### config.mk
export PLATFORM = sky130hd
export DESIGN_NAME = oflal_ram
export DESIGN_NICKNAME = d
export VERILOG_FILES = /design/src/hw/rtl/oflal_ram.sv
export SDC_FILE = /design/constraint.sdc
export NUM_CORES = 1
export LEC_CHECK = 0
export BUFFER_PORTS_ARGS = -buffer_cell sky130_fd_sc_hd__buf_2
export CAP_MARGIN = 40
export CELL_PAD_IN_SITES_DETAIL_PLACEMENT = 2
export CELL_PAD_IN_SITES_GLOBAL_PLACEMENT = 2
export CORE_AREA = 2 2 54 56
export DETAILED_ROUTE_END_ITERATION = 10
export DIE_AREA = 0 0 56 58
export GPL_TIMING_DRIVEN = 0
export PLACE_DENSITY = 0.65
export SETUP_SLACK_MARGIN = 0.02
export SYNTH_ARGS = -nofsm -noshare
export SYNTH_HDL_FRONTEND = slang
export SYNTH_SLANG_ARGS = --single-unit
### constraint.sdc
create_clock -name clk_i -period 0.9 [get_ports clk_i]
set_input_delay 0.135 -clock clk_i [delete_from_list [all_inputs] [get_ports clk_i]]
set_output_delay 0.135 -clock clk_i [all_outputs]
set_load 0.01 [all_outputs]
### src/hw/rtl/oflal_ram.sv
// Simple dual-port memory: one write port, one read port with registered data.
module oflal_ram #(
  parameter int unsigned Width = 8,
  parameter int unsigned Depth = 2
) (
  input  logic                     clk_i,
  input  logic                     we_i,
  input  logic [$clog2(Depth)-1:0] waddr_i,
  input  logic [Width-1:0]         wdata_i,
  input  logic                     re_i,
  input  logic [$clog2(Depth)-1:0] raddr_i,
  output logic [Width-1:0]         rdata_o
);

  logic [Width-1:0] mem_q [Depth];
  logic [Width-1:0] rdata_q;

  always_ff @(posedge clk_i) begin
    if (we_i) begin
      mem_q[waddr_i] <= wdata_i;
    end
  end

  always_ff @(posedge clk_i) begin
    if (re_i) begin
      rdata_q <= mem_q[raddr_i];
    end
  end

  assign rdata_o = rdata_q;

endmodule

==> results of run 1 <==
[Yosys cell counts, drive strengths merged]
library cell / number
and2: 1
buf: 1
edfxtp: 24
mux2: 8
nor2b: 1
[metrics by stage]
stage	setup TNS, ps	util [%]	power, W
final	-484	41.2	0.00198
after floorplan	0	-	0.00145
after CTS	-701	41.2	0.00201
after global placement	-575	37.6	0.00152
after global routing	-1010	41.2	0.00207
after detailed placement	-1060	37.6	0.00153
[state kept, by name, indices dropped and copies added (netlist names)]
name,flops
mem_q,16
rdata_o,8
[power groups by stage]
stage                     clock [W]  sequential [W]  combinational (W)
final                      0.000457         0.00134           0.000183
after global routing       0.000522         0.00135           0.000199
after CTS                  0.000488         0.00134           0.000187
after detailed placement          0         0.00137           0.000164
after global placement            0         0.00136           0.000159
after floorplan                   0         0.00138          0.0000772
[final timing paths]
kind              cells after the start     endpoint  slack, ps   startpoint
setup / recovery                      1   rdata_o[1]        -70   rdata_o[1]
hold / removal                        1  mem_q[1][7]         20   wdata_i[7]
setup reg to reg                      1   rdata_o[7]          0  mem_q[1][7]
hold reg to reg                       1   rdata_o[5]        560  mem_q[1][5]
[layer usage]
layer / vias up / GRT usage [%] / wire (um)
li1: 196 / - / -
met1: 184 / 9.40 / 496
met2: 18 / 15.1 / 615
met3: 3 / 2.01 / 79
met4: 0 / 7.14 / 37
met5: - / 0 / 0
[final cells by class]
cell class                      instances  area, sq um  area share [%]
Clock buffer                            3         22.5            2.05
Tap cell                               31         38.8            3.53
Multi-Input combinational cell         10          135            12.3
Timing Repair Buffer                   26          165            15.1
Buffer                                  1         11.3            1.03
Clock inverter                          1         3.75           0.342
Sequential cell                        24          721            65.7
[what timing repair did]
item / CTS / global route
hold endpoints to repair: 13 / 0
hold buffers: 7 / 0
setup endpoints to repair: 16 / 16
[cells in the final DEF, fill, tap and decap left out, drive strengths merged]
cell | Yosys | routed
and2 | 1 | 1
buf | 1 | 20
clkbuf | 0 | 3
clkinv | 0 | 1
dlygate4sd3 | 0 | 7
edfxtp | 24 | 24
mux2 | 8 | 8
nor2b | 1 | 1
[cells by family (layout without fill, tap and decap cells)]
logic type             count (synthesis)  after routing  synth area share [%]
buffers and inverters                  1             31                  1.30
multiplexers                           8              8                  13.9
AND/OR/NAND/NOR                        2              2                  1.45
flip-flops                            24             24                  83.4
==> impl_metrics.ini, run 1 <==
[setup_path]
crit_arrival_ps = 840
crit_slowest_cell = edfxtp_1
crit_path_max_fanout = 1
crit_path_start_kind = flip-flop
worst-path-buf-inv = 1
path_delay_family = flip-flops
critPathMaxStageDelay_ps = 380
path_class = flip-flop to output pin
crit_required_ps = 760
endpoint_kind = output pin
cp_cell_sequence = buf_2

[finish]
fillers = 267
nets = 79
finish.instance_area_sq_mm = 0.00110
num_antenna_cells = 0
layout-drive-gt1-share_pct = 49.2
layoutNonFillerInstCount = 96
syn_to_final_growth_pct = 26.9

[sta]
timing.hold.ws_ps = 18.3
timing.final.ws_setup_ps = -74.8
setup_viol = 8
grt_setup_unrepaired = true
worst_pin_slew_ps = 431
finalCritPeriodShare_pct = 108
slew_violations = 0
relSlewSlack_pct = 71.1
fin_skew_ps = 6.12
max_freq_ghz = 1.03
period_minus_slack_ps = 975
finalHoldViolations = 0

[route]
wire_per_inst_um = 12.8
vias = 401
drtIter0Drc = 2
routed_wl_um = 1230
first_pass_iters = 3
ant_nets = 0
routed_via_density = 4.18
drc = 0

[logic_synthesis]
yosys-top-cells-area = edfxtp_1 (83%), mux2_4 (14%), buf_6 (1.3%)
yosysSeqAreaShare_pct = 83.4
syn-num-nets = 48
yosys_warnings = 0
netlist_instances = 35
synth_area_sq_um = 865
synth_cell_types = 5
syn_avg_cell_area_sq_um = 24.7
synth_top_area_share_pct = 83.4
synth_area_leader_cell = edfxtp_1
ys_seq_elements = 24

[die]
start_util_pct = 32.5
core-area_sq_mm = 0.00266
die_area_sq_mm = 0.00325
die_x_um = 56
die_h_um = 58
ios = 21
core.rowCount = 19

[clock_tree]
clk_latency_ps = 310
htreeDepth = 1
postCtsSetupRepairBufs = 0
clock_sinks = 24
ctsResizeCount = 0
clockBufferDepth = 2
cts_tree = done
clk_transition_reported_paths_ps = 120
cts_buffers = 3
cts_root_buf = clkbuf_4

[power_and_ir_drop]
p_switching_w = 0.000388
p_sw_share_pct = 19.6
p_per_area_mw_per_mm2 = 1800
intPower_w = 0.00159
power.leakage_nw = 0.425
ir_drop_mv = 0.760
clkPwrFrac_pct = 23.1
pwr-share-seq_pct = 67.6
power_frac_comb_pct = 9.3

[global_route]
grt_pass1_wl_um = 2030
grt_pass1_vias = 426
grt_max_degree = 14
grt_usage_pct = 8.84
antenna_found_initial = 0
overflow = 0

[worst_hold_path]
hp-class = primary input to flip-flop

[placement]
gp_congestion = 0.590
place_area_sq_mm = 0.00100
place_inst = 85
post-place-ws_ps = -72.5
numPortBuffers = 19

[flow_run]
drv_cap = 0

[outcome]
status = finished, violations left
violations = setup timing
(Power assumes the default switching activity.)
==> inputs of run 2 (changes only) <==
clock period = 0.85 ns   (was 0.9 ns; I/O delays follow)
==> impl_metrics.ini, run 2 (synthesis gave the netlist of run 1 again) <==
[outcome]
status = finished, violations left
violations = setup timing

[clock_tree]
clk_transition_reported_paths_ps = 120
htreeDepth = 1
cts_root_buf = clkbuf_4
clock_sinks = 24
cts_tree = done
clk_latency_ps = 310
clockBufferDepth = 2
cts_buffers = 3

[placement]
place_inst = 85
post-place-ws_ps = -115
place_area_sq_mm = 0.00100
gp_congestion = 0.590
numPortBuffers = 19

[setup_path]
cp_cell_sequence = buf_2
critPathMaxStageDelay_ps = 380
crit_path_start_kind = flip-flop
path_class = flip-flop to output pin
crit_path_max_fanout = 1
endpoint_kind = output pin
crit_arrival_ps = 840
crit_required_ps = 720
crit_slowest_cell = edfxtp_1
worst-path-buf-inv = 1
path_delay_family = flip-flops

[sta]
relSlewSlack_pct = 71.1
grt_setup_unrepaired = true
slew_violations = 0
setup_viol = 16
period_minus_slack_ps = 967
finalHoldViolations = 0
finalCritPeriodShare_pct = 114
worst_pin_slew_ps = 432
max_freq_ghz = 1.03
timing.final.ws_setup_ps = -117
fin_skew_ps = 6.14

[finish]
num_antenna_cells = 0
regMostFlops = mem_q
syn_to_final_growth_pct = 28.1
utilization_pct = 41.6
finish.instance_area_sq_mm = 0.00111
nets = 80
layoutNonFillerInstCount = 97
layout_commonest_cell = edfxtp_1
layout-drive-gt1-share_pct = 48.5
final_cell_mix = edfxtp_1 (24), buf_2 (19), mux2_4 (8), dlygate4sd3_1 (8), clkbuf_4 (3)
largest_reg_flops = 16

[global_route]
overflow = 0
grt_pass1_wl_um = 2040
grt_pass1_vias = 432
grt_max_degree = 14
antenna_found_initial = 0
grt_usage_pct = 8.89

[die]
core.rowCount = 19
die_x_um = 56
die_area_sq_mm = 0.00325
core-area_sq_mm = 0.00266
start_util_pct = 32.5
ios = 21
die_h_um = 58

[power_and_ir_drop]
p_per_area_mw_per_mm2 = 1890
power_w = 0.00210
power.leakage_nw = 0.430
ir_drop_mv = 0.805

[route]
first_pass_iters = 3
ant_nets = 0
routed_via_density = 4.18
routed_wl_um = 1240
vias = 405
drtIter0Drc = 2
wire_per_inst_um = 12.8
drc = 0

[flow_run]
drv_cap = 0

[worst_hold_path]
hp-class = primary input to flip-flop
-- run 2: where the power goes --
part	internal [W]	leakage (nW)	total (W)	switching, W
clock network	0.000172	0.0154	0.000484	0.000312
logic	0.000118	0.186	0.000198	0.0000801
registers	0.00140	0.228	0.00142	0.0000197
total	0.00169	0.430	0.00210	0.000412
-- run 2: cell type report --
type	count	area (sq um)
clock inverter	1	3.75
multi-input combinational	10	135
buffer	1	11.3
tap	31	38.8
fill	267	1560
timing repair buffer	27	175
sequential	24	721
clock buffer	3	22.5
-- run 2: path summary, 6_finish.rpt --
| path | from | end | slack, ps | depth (start not counted) |
|---|---|---|---|---|
| hold reg to reg | mem_q[1][5] | rdata_o[5] | 560 | 1 |
| setup reg to reg | mem_q[1][7] | rdata_o[7] | -50 | 1 |
| setup / recovery | rdata_o[1] | rdata_o[1] | -120 | 1 |
| hold / removal | re_i | rdata_o[5] | 140 | 1 |
-- run 2: per-layer routing --
layer  vias up  global-route usage, %  wire (um)  share of wire [%]
li1        198                      -          -                  -
met3         3                   2.01         83                6.7
met4         0                   7.14         37                3.0
met2        18                   15.5        632                 51
met5         -                      0          0                  0
met1       186                   9.25        489                 39
-- run 2: per-stage QoR --
stage	setup TNS, ps	hold WS [ps]
after global placement	-1350	317
final	-1110	141
after CTS	-1370	138
after global routing	-1740	142
after detailed placement	-1970	319
after floorplan	-2.95	226
-- run 2: what timing repair did --
| action | in CTS | in global routing |
|---|---|---|
| endpoints found under the hold margin | 15 | 0 |
| hold buffers | 8 | 0 |
| resized for setup | 0 | 0 |
| setup endpoints to repair | 16 | 16 |
| buffers inserted | 0 | 0 |
| pin swaps | 0 | 0 |
==> inputs of run 3 (changes only) <==
REMOVE_ABC_BUFFERS = 1   (was unset)
==> impl_metrics.ini, run 3 (synthesis gave the netlist of run 1 again) <==
[outcome]
status = finished, violations left
violations = setup timing

[placement]
place_inst = 85
numPortBuffers = 20
place_area_sq_um = 992
gp_congestion = 0.598

[sta]
setup_viol = 16
fin_skew_ps = 2.98
period_minus_slack_ps = 952
finalHoldViolations = 0
grt_setup_unrepaired = true
fin_setup_tns_ps = -1060
worst_pin_slew_ps = 414
finalCritPeriodShare_pct = 112
slew_violations = 0
timing.final.ws_setup_ps = -102
relSlewSlack_pct = 72.3
max_freq_ghz = 1.05
timing.hold.ws_ps = 23.0

[finish]
layout.area.seq_sq_um = 721
nets = 79
layout_commonest_cell = edfxtp_1
syn_to_final_growth_pct = 25.8
largest_reg_flops = 16
layout-drive-gt1-share_pct = 50.0
utilization_pct = 40.8
multi_input_area_sq_um = 135
num_antenna_cells = 0
layoutNonFillerInstCount = 95
regMostFlops = mem_q
final_cell_mix = edfxtp_1 (24), buf_2 (20), mux2_4 (8)
finish.instance_area_sq_mm = 0.00109
fillers = 262

[route]
routed_wl_um = 1280
drc = 0
drtIter0Drc = 2
first_pass_iters = 2
ant_nets = 0
routed_via_density = 4.32
vias = 410
wire_per_inst_um = 13.5

[setup_path]
path_delay_family = flip-flops
crit_arrival_ps = 820
cp_cell_sequence = buf_2
crit_slowest_cell = edfxtp_1
critPathMaxStageDelay_ps = 380
path_class = flip-flop to output pin
crit_required_ps = 720
crit_path_max_fanout = 1
crit_path_start_kind = flip-flop
worst-path-buf-inv = 1
endpoint_kind = output pin

[global_route]
grt_pass1_wl_um = 2210
grt_pass1_vias = 495
overflow = 0
grt_usage_pct = 9.48
grt_max_degree = 13
antenna_found_initial = 0

[power_and_ir_drop]
power.leakage_nw = 0.422
p_per_area_mw_per_mm2 = 1910
ir_drop_mv = 0.881

[clock_tree]
clk_latency_ps = 300
clockBufferDepth = 2
clk_transition_reported_paths_ps = 120
cts_root_buf = clkbuf_4
clock_sinks = 24
cts_buffers = 3
cts_tree = done
htreeDepth = 1
postCtsSetupRepairBufs = 0

[worst_hold_path]
hp-class = primary input to flip-flop

[die]
core.rowCount = 19
ios = 21
die_x_um = 56
start_util_pct = 32.5
die_h_um = 58
core-area_sq_mm = 0.00266
die_area_sq_mm = 0.00325

[flow_run]
drv_cap = 0
==> run 3: metal layers <==
metal	track usage, %	wire length [um]
met1	9.43	452
met2	18.3	736
met3	2.01	80
met4	5.10	8
met5	0	0
==> run 3: worst paths after layout <==
kind	startpoint	endpoint	slack (ps)	cells after the start
worst min-delay path	wdata_i[7]	mem_q[0][7]	20	1
worst min register to register	mem_q[1][4]	rdata_o[4]	570	1
worst max-delay path	rdata_o[4]	rdata_o[4]	-100	1
worst max register to register	mem_q[0][1]	rdata_o[1]	-50	1
==> run 3: cell type report <==
cell class,count,area share (%)
Clock buffer,3,2.07
Sequential cell,24,66.3
Multi-Input combinational cell,10,12.4
Timing Repair Buffer,27,15.7
Tap cell,31,3.57
==> run 3: repair_timing <==
action                                  4_1_cts  5_1_grt
endpoints found under the setup margin       24       16
hold buffers                                  3        4
pin swaps                                     0        0
endpoints found under the hold margin         6        7
resized for setup                             1        0
==> run 3: through the flow <==
| step | setup WS, ps | total power, W |
|---|---|---|
| 6_report | -102 | 0.00207 |
| 4_1_cts | -131 | 0.00209 |
| 2_1_floorplan | -70.9 | 0.00153 |
| 3_5_place_dp | -364 | 0.00162 |
| 5_1_grt | -181 | 0.00217 |
| 3_3_place_gp | -328 | 0.00160 |
==> run 3: where the power goes <==
part / switching (W) / internal, W / leakage, nW
Combinational: 0.0000807 / 0.000112 / 0.179
Clock: 0.000297 / 0.000165 / 0.0138
Sequential: 0.0000201 / 0.00140 / 0.228
